`src/rtl/core/ptds_pkg.sv`:
```
// ----------------------------------------------------------------------------
// ptds_pkg
// Shared types and constants for the periodic task deadline scheduler.
// ----------------------------------------------------------------------------
package ptds_pkg;

    localparam int TASKS_DEF = 16;
    localparam int ID_W      = 4;
    localparam int TIME_W    = 32;

    typedef enum logic [1:0] {
        MODE_ADD  = 2'd0,
        MODE_DEL  = 2'd1,
        MODE_POLL = 2'd2,
        MODE_DONE = 2'd3
    } t_mode;

    typedef enum logic [2:0] {
        ST_IDLE,
        ST_UNLINK,
        ST_WALK,
        ST_INSERT,
        ST_OUT
    } t_state;

    // Command broadcast from the sequencer to every cell.
    typedef struct packed {
        logic             unlink;     // drop entry holding key_id, close gap
        logic             ins;        // insert key at ins_pos, open gap
        logic [8:0]       ins_pos;
        logic [ID_W-1:0]  key_id;
        logic [TIME_W-1:0] key_base;
        logic [TIME_W-1:0] key_period;
    } t_cmd;

endpackage

```
`src/rtl/core/ptds_if.sv`:
```
// ----------------------------------------------------------------------------
// ptds_in_if / ptds_out_if
// Valid/ready channels carrying request and result words.
// ----------------------------------------------------------------------------
interface ptds_in_if;
    logic        valid;
    logic        ready;
    logic [1:0]  mode;
    logic [3:0]  task_id;
    logic [31:0] task_period;
    logic [31:0] now_time;
    logic        failed;
    modport source (output valid, mode, task_id, task_period, now_time, failed,
                    input ready);
    modport sink   (input valid, mode, task_id, task_period, now_time, failed,
                    output ready);
endinterface

interface ptds_out_if;
    logic       valid;
    logic       ready;
    logic       start_valid;
    logic [3:0] start_id;
    logic       list_empty;
    logic       status;
    modport source (output valid, start_valid, start_id, list_empty, status,
                    input ready);
    modport sink   (input valid, start_valid, start_id, list_empty, status,
                    output ready);
endinterface

```
`src/rtl/core/ptds_cell.sv`:
```
// ----------------------------------------------------------------------------
// ptds_cell
// One list position: holds slot id, base and period. Shifts with neighbors
// on unlink (take right) or insert (take left).
// ----------------------------------------------------------------------------
module ptds_cell #(
    parameter int POS = 0
) (
    input  logic                     i_clk,
    input  ptds_pkg::t_cmd           i_cmd,
    input  logic                     i_gap_left,   // unlink gap opened left of me
    input  logic [ptds_pkg::ID_W-1:0]   i_r_id,
    input  logic [ptds_pkg::TIME_W-1:0] i_r_base,
    input  logic [ptds_pkg::TIME_W-1:0] i_r_period,
    input  logic [ptds_pkg::ID_W-1:0]   i_l_id,
    input  logic [ptds_pkg::TIME_W-1:0] i_l_base,
    input  logic [ptds_pkg::TIME_W-1:0] i_l_period,
    output logic                     o_gap,        // gap at or left of me
    output logic [ptds_pkg::ID_W-1:0]   o_id,
    output logic [ptds_pkg::TIME_W-1:0] o_base,
    output logic [ptds_pkg::TIME_W-1:0] o_period
);
    logic [ptds_pkg::ID_W-1:0]   r_id;
    logic [ptds_pkg::TIME_W-1:0] r_base, r_period;
    logic [8:0] w_pos;

    assign w_pos    = 9'(POS);
    assign o_gap    = i_gap_left || (r_id == i_cmd.key_id);
    assign o_id     = r_id;
    assign o_base   = r_base;
    assign o_period = r_period;

    always_ff @(posedge i_clk) begin
        if (i_cmd.unlink && o_gap) begin
            r_id     <= i_r_id;
            r_base   <= i_r_base;
            r_period <= i_r_period;
        end else if (i_cmd.ins && w_pos == i_cmd.ins_pos) begin
            r_id     <= i_cmd.key_id;
            r_base   <= i_cmd.key_base;
            r_period <= i_cmd.key_period;
        end else if (i_cmd.ins && w_pos > i_cmd.ins_pos) begin
            r_id     <= i_l_id;
            r_base   <= i_l_base;
            r_period <= i_l_period;
        end
    end
endmodule

```
`src/rtl/core/periodic_task_deadline_scheduler_unit.sv`:
```
// ----------------------------------------------------------------------------
// periodic_task_deadline_scheduler_unit
// Earliest-deadline ordered list of periodic tasks held in a chain of cells.
// ----------------------------------------------------------------------------
// One word in, one word out. Add, delete, poll and a rejected or failed
// completion go from the accept through the unlink step to the output
// state; a successful completion goes on from the unlink step through the
// walk and insert steps. The deadline compare walks past at most TASKS - 1
// list entries (the task itself was unlinked), one compare per cycle
// through a single head-to-tail position counter. The next word is taken
// only once the result has moved to the output register. The list lives
// in a row of TASKS cells, each holding slot id, base and period; unlink
// closes the gap by shifting right-hand cells left, insert opens one by
// shifting right. Only positions below the list count are meaningful.
// A new word is taken while the previous result waits in the output
// register; the block then holds its own result, and the input, until
// that word has left.
// ----------------------------------------------------------------------------
module periodic_task_deadline_scheduler_unit #(
    parameter int TASKS = ptds_pkg::TASKS_DEF
) (
    input  logic        i_clk,
    input  logic        i_rst_n,
    ptds_in_if.sink     i_req,
    ptds_out_if.source  o_rsp
);
    localparam int CW = $clog2(TASKS + 1);
    localparam int PW = (TASKS > 1) ? $clog2(TASKS) : 1;

    ptds_pkg::t_state r_state, n_state;

    // latched request
    logic [1:0]  r_mode;
    logic [3:0]  r_tid;
    logic [31:0] r_per, r_now;
    logic        r_fail;

    logic [CW-1:0] r_cnt;
    logic [TASKS-1:0] r_listed;
    logic        r_run;
    logic [3:0]  r_run_id;
    logic [31:0] r_run_base, r_run_per;   // times of the running task
    logic [CW-1:0] r_pos;
    logic [31:0] r_kbase, r_kper;

    // working result
    logic        r_sv, r_status;
    logic [3:0]  r_sid;

    // output register
    logic        r_ovalid, r_o_sv, r_o_status, r_o_empty;
    logic [3:0]  r_o_sid;

    ptds_pkg::t_cmd w_cmd;

    // cell chain wires
    logic [TASKS:0] w_gap;
    logic [3:0]  w_id  [TASKS+1];
    logic [31:0] w_bs  [TASKS+1];
    logic [31:0] w_pr  [TASKS+1];

    assign w_gap[0] = 1'b0;
    assign w_id[TASKS] = '0;
    assign w_bs[TASKS] = '0;
    assign w_pr[TASKS] = '0;

    for (genvar g = 0; g < TASKS; g++) begin : g_cell
        logic [3:0]  w_lid;
        logic [31:0] w_lbs, w_lpr;
        if (g == 0) begin : g_first
            assign w_lid = '0;
            assign w_lbs = '0;
            assign w_lpr = '0;
        end else begin : g_rest
            assign w_lid = w_id[g-1];
            assign w_lbs = w_bs[g-1];
            assign w_lpr = w_pr[g-1];
        end
        ptds_cell #(.POS(g)) u_cell (
            .i_clk      (i_clk),
            .i_cmd      (w_cmd),
            .i_gap_left (w_gap[g]),
            .i_r_id     (w_id[g+1]),
            .i_r_base   (w_bs[g+1]),
            .i_r_period (w_pr[g+1]),
            .i_l_id     (w_lid),
            .i_l_base   (w_lbs),
            .i_l_period (w_lpr),
            .o_gap      (w_gap[g+1]),
            .o_id       (w_id[g]),
            .o_base     (w_bs[g]),
            .o_period   (w_pr[g])
        );
    end

    // request decode
    logic w_id_ok, w_is_listed, w_acc, w_out_load;
    logic [PW-1:0] w_tidx, w_ridx, w_pidx;
    assign w_tidx   = PW'(r_tid);
    assign w_ridx   = PW'(r_run_id);
    assign w_id_ok  = ({28'd0, r_tid} < 32'(TASKS));
    assign w_is_listed = w_id_ok && r_listed[w_tidx];
    assign w_pidx   = r_pos[PW-1:0];

    // head due check and walk compare
    logic [31:0] w_elapsed, w_mine, w_theirs;
    logic        w_due, w_less, w_walk_end;
    assign w_elapsed = r_now - w_bs[0];
    assign w_due     = (w_elapsed >= w_pr[0]);
    assign w_mine    = r_kbase + r_kper - r_now;
    assign w_theirs  = w_bs[w_pidx] + w_pr[w_pidx] - r_now;
    assign w_less    = $signed(w_mine) < $signed(w_theirs);
    assign w_walk_end = (r_pos >= r_cnt) || w_less;

    assign w_acc = i_req.valid && i_req.ready;
    assign i_req.ready = (r_state == ptds_pkg::ST_IDLE);

    // result moves to the output register once the previous word has left
    assign w_out_load = (r_state == ptds_pkg::ST_OUT) && (!r_ovalid || o_rsp.ready);

    // next state
    always_comb begin
        n_state = r_state;
        case (r_state)
            ptds_pkg::ST_IDLE:   if (w_acc) n_state = ptds_pkg::ST_UNLINK;
            ptds_pkg::ST_UNLINK: begin
                if (r_mode == ptds_pkg::MODE_DONE && r_run && !r_fail)
                    n_state = ptds_pkg::ST_WALK;
                else
                    n_state = ptds_pkg::ST_OUT;
            end
            ptds_pkg::ST_WALK:   if (w_walk_end) n_state = ptds_pkg::ST_INSERT;
            ptds_pkg::ST_INSERT: n_state = ptds_pkg::ST_OUT;
            ptds_pkg::ST_OUT:    if (w_out_load) n_state = ptds_pkg::ST_IDLE;
            default:             n_state = ptds_pkg::ST_IDLE;
        endcase
    end

    // cell commands
    always_comb begin
        w_cmd = '0;
        w_cmd.key_base   = r_kbase;
        w_cmd.key_period = r_kper;
        w_cmd.ins_pos    = 9'(r_pos);
        case (r_state)
            ptds_pkg::ST_UNLINK: begin
                case (r_mode)
                    ptds_pkg::MODE_ADD: begin
                        // new task is due at once: base = now - period
                        w_cmd.ins        = w_id_ok && !w_is_listed;
                        w_cmd.key_id     = r_tid;
                        w_cmd.key_base   = r_now - r_per;
                        w_cmd.key_period = r_per;
                    end
                    ptds_pkg::MODE_DEL: begin
                        w_cmd.unlink = w_is_listed;
                        w_cmd.key_id = r_tid;
                    end
                    ptds_pkg::MODE_DONE: begin
                        w_cmd.unlink = r_run;
                        w_cmd.key_id = r_run_id;
                    end
                    default: w_cmd.key_id = r_tid;
                endcase
            end
            ptds_pkg::ST_INSERT: begin
                w_cmd.ins    = 1'b1;
                w_cmd.key_id = r_run_id;
            end
            default: w_cmd.key_id = r_tid;
        endcase
        if (r_state == ptds_pkg::ST_UNLINK && r_mode == ptds_pkg::MODE_ADD)
            w_cmd.ins_pos = '0;
    end

    always_ff @(posedge i_clk) begin
        if (!i_rst_n) begin
            r_state  <= ptds_pkg::ST_IDLE;
            r_cnt    <= '0;
            r_listed <= '0;
            r_run    <= 1'b0;
            r_run_id <= '0;
            r_ovalid <= 1'b0;
        end else begin
            r_state <= n_state;
            if (w_out_load) begin
                r_ovalid   <= 1'b1;
                r_o_sv     <= r_sv;
                r_o_sid    <= r_sid;
                r_o_status <= r_status;
                r_o_empty  <= (r_cnt == '0);
            end else if (o_rsp.valid && o_rsp.ready) begin
                r_ovalid <= 1'b0;
            end
            case (r_state)
                ptds_pkg::ST_IDLE: begin
                    if (w_acc) begin
                        r_mode <= i_req.mode;
                        r_tid  <= i_req.task_id;
                        r_per  <= i_req.task_period;
                        r_now  <= i_req.now_time;
                        r_fail <= i_req.failed;
                    end
                end
                ptds_pkg::ST_UNLINK: begin
                    r_sv     <= 1'b0;
                    r_sid    <= '0;
                    r_status <= 1'b0;
                    r_pos    <= '0;
                    case (r_mode)
                        ptds_pkg::MODE_ADD: begin
                            if (w_id_ok && !w_is_listed) begin
                                r_cnt   <= r_cnt + CW'(1);
                                r_listed[w_tidx] <= 1'b1;
                            end else r_status <= 1'b1;
                        end
                        ptds_pkg::MODE_DEL: begin
                            if (w_is_listed) begin
                                r_cnt <= r_cnt - CW'(1);
                                r_listed[w_tidx] <= 1'b0;
                                if (r_run && r_run_id == r_tid) begin
                                    r_run    <= 1'b0;
                                    r_run_id <= '0;
                                end
                            end else r_status <= 1'b1;
                        end
                        ptds_pkg::MODE_POLL: begin
                            if (!r_run && r_cnt != '0 && w_due) begin
                                r_run      <= 1'b1;
                                r_run_id   <= w_id[0];
                                r_run_base <= w_bs[0];
                                r_run_per  <= w_pr[0];
                                r_sv       <= 1'b1;
                                r_sid      <= w_id[0];
                            end
                        end
                        default: begin
                            if (r_run) begin
                                // running task is always listed; its times
                                // cannot change while it runs
                                r_run <= 1'b0;
                                r_cnt <= r_cnt - CW'(1);
                                r_listed[w_ridx] <= 1'b0;
                                r_kbase <= r_run_base + r_run_per;
                                r_kper  <= r_run_per;
                                if (r_fail) r_run_id <= '0;
                            end else r_status <= 1'b1;
                        end
                    endcase
                end
                ptds_pkg::ST_WALK: begin
                    if (!w_walk_end) r_pos <= r_pos + CW'(1);
                end
                ptds_pkg::ST_INSERT: begin
                    r_cnt <= r_cnt + CW'(1);
                    r_listed[w_ridx] <= 1'b1;
                    r_run_id <= '0;
                end
                default: ;
            endcase
        end
    end

    assign o_rsp.valid       = r_ovalid;
    assign o_rsp.start_valid = r_o_sv;
    assign o_rsp.start_id    = r_o_sid;
    assign o_rsp.status      = r_o_status;
    assign o_rsp.list_empty  = r_o_empty;

`ifndef SYNTHESIS
    a_cnt_bound: assert property (@(posedge i_clk) disable iff (!i_rst_n)
        r_cnt <= CW'(TASKS)) else $error("list count overflow");
    a_cnt_match: assert property (@(posedge i_clk) disable iff (!i_rst_n)
        r_state == ptds_pkg::ST_IDLE |-> 32'($countones(r_listed)) == 32'(r_cnt))
        else $error("listed bits disagree with count");
    a_run_listed: assert property (@(posedge i_clk) disable iff (!i_rst_n)
        (r_state == ptds_pkg::ST_IDLE && r_run) |-> r_listed[w_ridx])
        else $error("running task not listed");
    a_ready_idle: assert property (@(posedge i_clk) disable iff (!i_rst_n)
        w_acc |=> !i_req.ready) else $error("accept while busy");
`endif
endmodule

```
`src/flat_wrapper.sv`:
```
// flat-port wrapper written by rule: the top's interface ports become plain ports
module periodic_task_deadline_scheduler_unit_flat 
#(
    parameter int TASKS = ptds_pkg::TASKS_DEF
)
  (i_clk, i_rst_n, i_req_valid, i_req_mode, i_req_task_id, i_req_task_period, i_req_now_time, i_req_failed, i_req_ready, o_rsp_valid, o_rsp_start_valid, o_rsp_start_id, o_rsp_list_empty, o_rsp_status, o_rsp_ready);
  ptds_in_if i_req_i ();
  ptds_out_if o_rsp_i ();
  input  logic i_clk;
  input  logic i_rst_n;
  input wire logic [$bits(i_req_i.valid)-1:0] i_req_valid;
  input wire logic [$bits(i_req_i.mode)-1:0] i_req_mode;
  input wire logic [$bits(i_req_i.task_id)-1:0] i_req_task_id;
  input wire logic [$bits(i_req_i.task_period)-1:0] i_req_task_period;
  input wire logic [$bits(i_req_i.now_time)-1:0] i_req_now_time;
  input wire logic [$bits(i_req_i.failed)-1:0] i_req_failed;
  output wire logic [$bits(i_req_i.ready)-1:0] i_req_ready;
  output wire logic [$bits(o_rsp_i.valid)-1:0] o_rsp_valid;
  output wire logic [$bits(o_rsp_i.start_valid)-1:0] o_rsp_start_valid;
  output wire logic [$bits(o_rsp_i.start_id)-1:0] o_rsp_start_id;
  output wire logic [$bits(o_rsp_i.list_empty)-1:0] o_rsp_list_empty;
  output wire logic [$bits(o_rsp_i.status)-1:0] o_rsp_status;
  input wire logic [$bits(o_rsp_i.ready)-1:0] o_rsp_ready;
  assign i_req_i.valid = i_req_valid;
  assign i_req_i.mode = i_req_mode;
  assign i_req_i.task_id = i_req_task_id;
  assign i_req_i.task_period = i_req_task_period;
  assign i_req_i.now_time = i_req_now_time;
  assign i_req_i.failed = i_req_failed;
  assign i_req_ready = i_req_i.ready;
  assign o_rsp_valid = o_rsp_i.valid;
  assign o_rsp_start_valid = o_rsp_i.start_valid;
  assign o_rsp_start_id = o_rsp_i.start_id;
  assign o_rsp_list_empty = o_rsp_i.list_empty;
  assign o_rsp_status = o_rsp_i.status;
  assign o_rsp_i.ready = o_rsp_ready;
  periodic_task_deadline_scheduler_unit #(.TASKS(TASKS)) u_core (.i_clk(i_clk), .i_rst_n(i_rst_n), .i_req(i_req_i), .o_rsp(o_rsp_i));
endmodule
```
`config.mk`:
```
export PLATFORM = sky130hd
export DESIGN_NAME = periodic_task_deadline_scheduler_unit_flat
export DESIGN_NICKNAME = d
export VERILOG_FILES = /design/src/rtl/core/ptds_pkg.sv /design/src/rtl/core/ptds_if.sv /design/src/rtl/core/ptds_cell.sv /design/src/rtl/core/periodic_task_deadline_scheduler_unit.sv /design/src/flat_wrapper.sv
export SDC_FILE = /design/constraint.sdc
export NUM_CORES = 2
export LEC_CHECK = 0
export BUFFER_PORTS_ARGS = -buffer_cell sky130_fd_sc_hd__buf_2
export CAP_MARGIN = 20
export CORE_ASPECT_RATIO = 1.1
export CORE_UTILIZATION = 40
export DETAILED_ROUTE_END_ITERATION = 8
export PLACE_DENSITY = 0.61
export SYNTH_ARGS = -nofsm -noshare
export SYNTH_HDL_FRONTEND = slang
export SYNTH_SLANG_ARGS = --single-unit
```
`constraint.sdc`:
```
create_clock -name i_clk -period 9.15 [get_ports i_clk]
set_input_delay 0.4575 -clock i_clk [delete_from_list [all_inputs] [get_ports i_clk]]
set_output_delay 0.4575 -clock i_clk [all_outputs]
set_load 0.1 [all_outputs]
```
==> summary.md <==
| Metric | Value |
|---|---|
| Status | `completed` |
| Root Driver | `clkbuf_16` |
| Die span in x | `roughly 440 um` |
| Clock latency on the worst-skew pair | `0.83 ns` |
| First-pass GRT wire length | `between 400000 and 500000 um` |
| Pwr Density | `roughly 150 nW/um^2` |
| Clock power frac | `0.428` |
| Pint | `~11 mW` |
| H-tree depth | `4` |
| Synth Area in Adders | `0.0504` |
| Placer congestion estimate | `0.967` |
| Worst setup SP type | `flip-flop` |
| Vias in the first global route | `around 66000` |
| Top cells by count, synth | `1237 x edfxtp_1, 1063 x nand2_1, 946 x o21ai_0` |
| Synth-to-Final Area Change | `10.5%` |
| Peak VDD IR | `0.127 mV` |
| Largest family of logic cells by synthesized area | `compound AO/OA/AOI/OAI gates` |
| Total Routing Usage GR | `0.291` |
| Port Buffers | `83` |
| Mapped Area | `~84000 um^2` |
| Post-Synth XOR/XNOR Area | `0.0211` |
| Largest cells by area after synthesis | `edfxtp_1 44%, mux4_2 8.7%, o21ai_0 5.7%, a21oi_1 5.3%, nand2_1 4.8%` |
| Final Power | `14.3 mW` |
| Register area | `39100 um^2` |
| Clk sinks | `roughly 1300` |
| Hold path cells | `2` |
| HPWL after DPL | `between 150000 and 200000 um` |
| Type of destination of the critical path | `flip-flop` |
| Gate power share | `0.092` |
| Synthesized Nets | `around 8700` |
| Clock Path Buffers | `3` |
| Crit path DAT | `around 8.3 ns` |
| Drt wl/cell | `28.4 um` |
| CTS Buf Count | `147` |
| Netlist cell types | `roughly 90` |
| Simple-Gate Fraction of Synth Area | `0.115` |
| CP required | `~9.7 ns` |
| Count leader, synth | `edfxtp_1` |
| Net Sw Power | `between 3 and 4 mW` |
| M1 GR Usage | `0.372` |
| DRC errors left | `0` |
| Register share of total power | `0.480` |
| Clock skew | `0.0302 ns` |
| Register area share after synthesis | `0.467` |
| EDFF count, synth | `1237` |
| Iteration-0 DRC Markers | `9906` |
| Grt met3 use | `0.0684` |
| Yosys top cell by area | `edfxtp_1` |
| Top-area cell type share of the netlist area | `0.444` |
| Actual slew at the worst max-slew pin | `between 1 and 1.5 ns` |
| Fin crit period | `~7.8 ns` |
| Final hold vios | `0` |
| Fin nets | `between 8000 and 9000` |
| Tcrit/Tclk final | `0.847` |
| Multi-input logic area | `between 40000 and 50000 um^2` |
| Dpl cell area | `86900 um^2` |
| #FFs+latches synth | `approximately 1300` |
| Critical path fanouts, max | `24` |
| Ys Warns | `0` |
| Ports | `84` |
| Met2 Track Usage GR | `0.470` |
| Leakage | `33.2 nW` |
| Fmax | `~130 MHz` |
| Crit Path Category | `flip-flop to flip-flop` |
| Die ar. | `211000 um^2` |
| Vias per inst | `6.26` |
| Endpoints failing setup | `0` |
| Effective utilization at floorplan | `0.404` |
| Drt total wl | `around 310000 um` |
| Async set or reset register ratio after synthesis | `0` |
| Reg2Reg Depth | `26` |
| Post-synthesis compound-gate area fraction | `0.165` |
| TritonRoute pass-1 iters | `8` |
| Initial antenna violation count | `7` |
| Slew Viols, Final | `0` |
| # rows | `around 180` |
| Max_cap viols | `0` |
| Die height | `482 um` |
| Post-synthesis area per instance | `10.1 um^2` |
| Fin Hold WS | `around 0.21 ns` |
| CTS tree | `yes` |
| Slew HR | `0.164` |
| Ys flop type | `edfxtp_1` |
| Finished Layout Cells | `around 11000` |
| Grt ovf | `0` |
| Post-route cell area | `approximately 92000 um^2` |
| Layout cells sized above 1 | `0.137` |
| Largest net degree at the start of global routing | `between 100 and 150` |
| Fillers | `19233` |
| RSZ-0062 raised after global routing | `false` |
| Synthesized netlist cell count | `roughly 8300` |
| Core area | `around 210000 um^2` |
| Cell count after placement | `between 10000 and 15000` |
| Busiest layer in global routing | `met2` |
| Hold Path Class | `primary input to flip-flop` |
| Mux contribution to synthesized area | `0.132` |
| Reg clk slew, reported paths | `roughly 0.06 ns` |
| Sw Share | `0.250` |
| Setup TNS | `0 ns` |
| Via count | `around 69000` |
| Number of routed nets with antenna violations | `0` |
-- cell type report --
cell class	count	area share
tap	2743	0.0371
inverter	389	0.0158
sequential	1335	0.423
clock buffer	207	0.0447
timing repair buffer	333	0.0294
clock inverter	61	0.00674
multi-input combinational	5960	0.443
antenna	1	0.0000271
-- power by group through the flow --
stage | clock network (mW) | logic [mW] | registers, mW
final | 6.12 | 1.31 | 6.85
after global routing | 6.35 | 1.42 | 6.85
after CTS | 6.15 | 1.29 | 6.84
after detailed placement | 0 | 1.26 | 6.97
after global placement | 0 | 1.23 | 6.96
after floorplan | 0 | 0.892 | 6.92
-- cell families (layout without fill, tap and decap cells) --
family,count (synthesis),in the layout
XOR/XNOR,202,202
multiplexers,662,662
AO/OA/AOI/OAI,2458,2458
other,0,1
buffers and inverters,1012,990
adder cells (fa/ha/maj),298,298
flip-flops,1335,1335
AND/OR/NAND/NOR,2340,2340
-- metal layers --
layer | vias up | share of wire
li1 | 29967 | -
met1 | 33825 | 0.37
met2 | 4412 | 0.46
met3 | 881 | 0.12
met4 | 4 | 0.049
met5 | - | 0.000067
-- stage by stage --
step,worst slack (ns),util
final,1.40,0.446
after global routing,1.17,0.446
after CTS,1.45,0.446
after detailed placement,1.50,0.419
after global placement,1.47,0.419
after floorplan,0.284,-
-- worst max-delay path, cell delays in order (launching register included) --
cell	delay, ns
edfxtp_1	0.81
buf_4	0.50
mux4_2	0.57
mux4_2	0.51
inv_1	0.12
fa_1	0.43
inv_1	0.08
ha_1	0.28
o21ai_0	0.18
o21bai_1	0.10
nor3_1	0.56
o21ai_0	0.30
a21oi_1	0.21
o21bai_1	0.15
a21o_1	0.20
a21oi_1	0.18
xor2_1	0.18
ha_1	0.26
a21o_1	0.16
a21o_1	0.17
a21oi_1	0.20
nor2_1	0.07
a211oi_1	0.19
a21boi_0	0.11
a31oi_1	0.37
a31oi_1	0.18
a41o_1	0.39
-- layout by cell type, fill, tap and decap left out, drive strengths merged, types with 207 or more instances in the layout --
cell    Yosys  routed
a21oi     880     880
buf       162     261
clkbuf    461     207
edfxtp   1237    1237
ha        233     233
inv       388     398
mux2      255     255
mux4      325     325
nand2    1063    1063
nor2      944     944
o21ai    1026    1026
-- registers in the layout (all words and copies together) (netlist names), 5 cells and up --
register and count:
u_core.g_cell.u_cell.o_base 512, u_core.g_cell.u_cell.o_id 64, u_core.g_cell.u_cell.o_period 512, u_core.r_cnt 5, u_core.r_kbase 32, u_core.r_kper 32, u_core.r_listed 16, u_core.r_now 32
u_core.r_per 32, u_core.r_pos 5, u_core.r_run_base 32, u_core.r_run_per 32
-- path summary, 6_finish.rpt --
kind / startpoint / endpoint / slack, ns
max: u_core.r_pos[1] / u_core.r_pos[4] / 1.40
min: i_req_valid / u_core.r_per[31] / 0.21
max reg2reg: u_core.r_pos[1] / u_core.r_pos[4] / 1.40
min reg2reg: u_core.r_sv / u_core.o_rsp.start_valid / 0.43
-- timing repair --
item / in CTS / in global routing
gates resized for setup: 0 / 0
hold endpoints to repair: 73 / 0
buffers inserted: 0 / 0
hold buffers: 72 / 0
No activity file was read; power rests on OpenSTA's default activity.
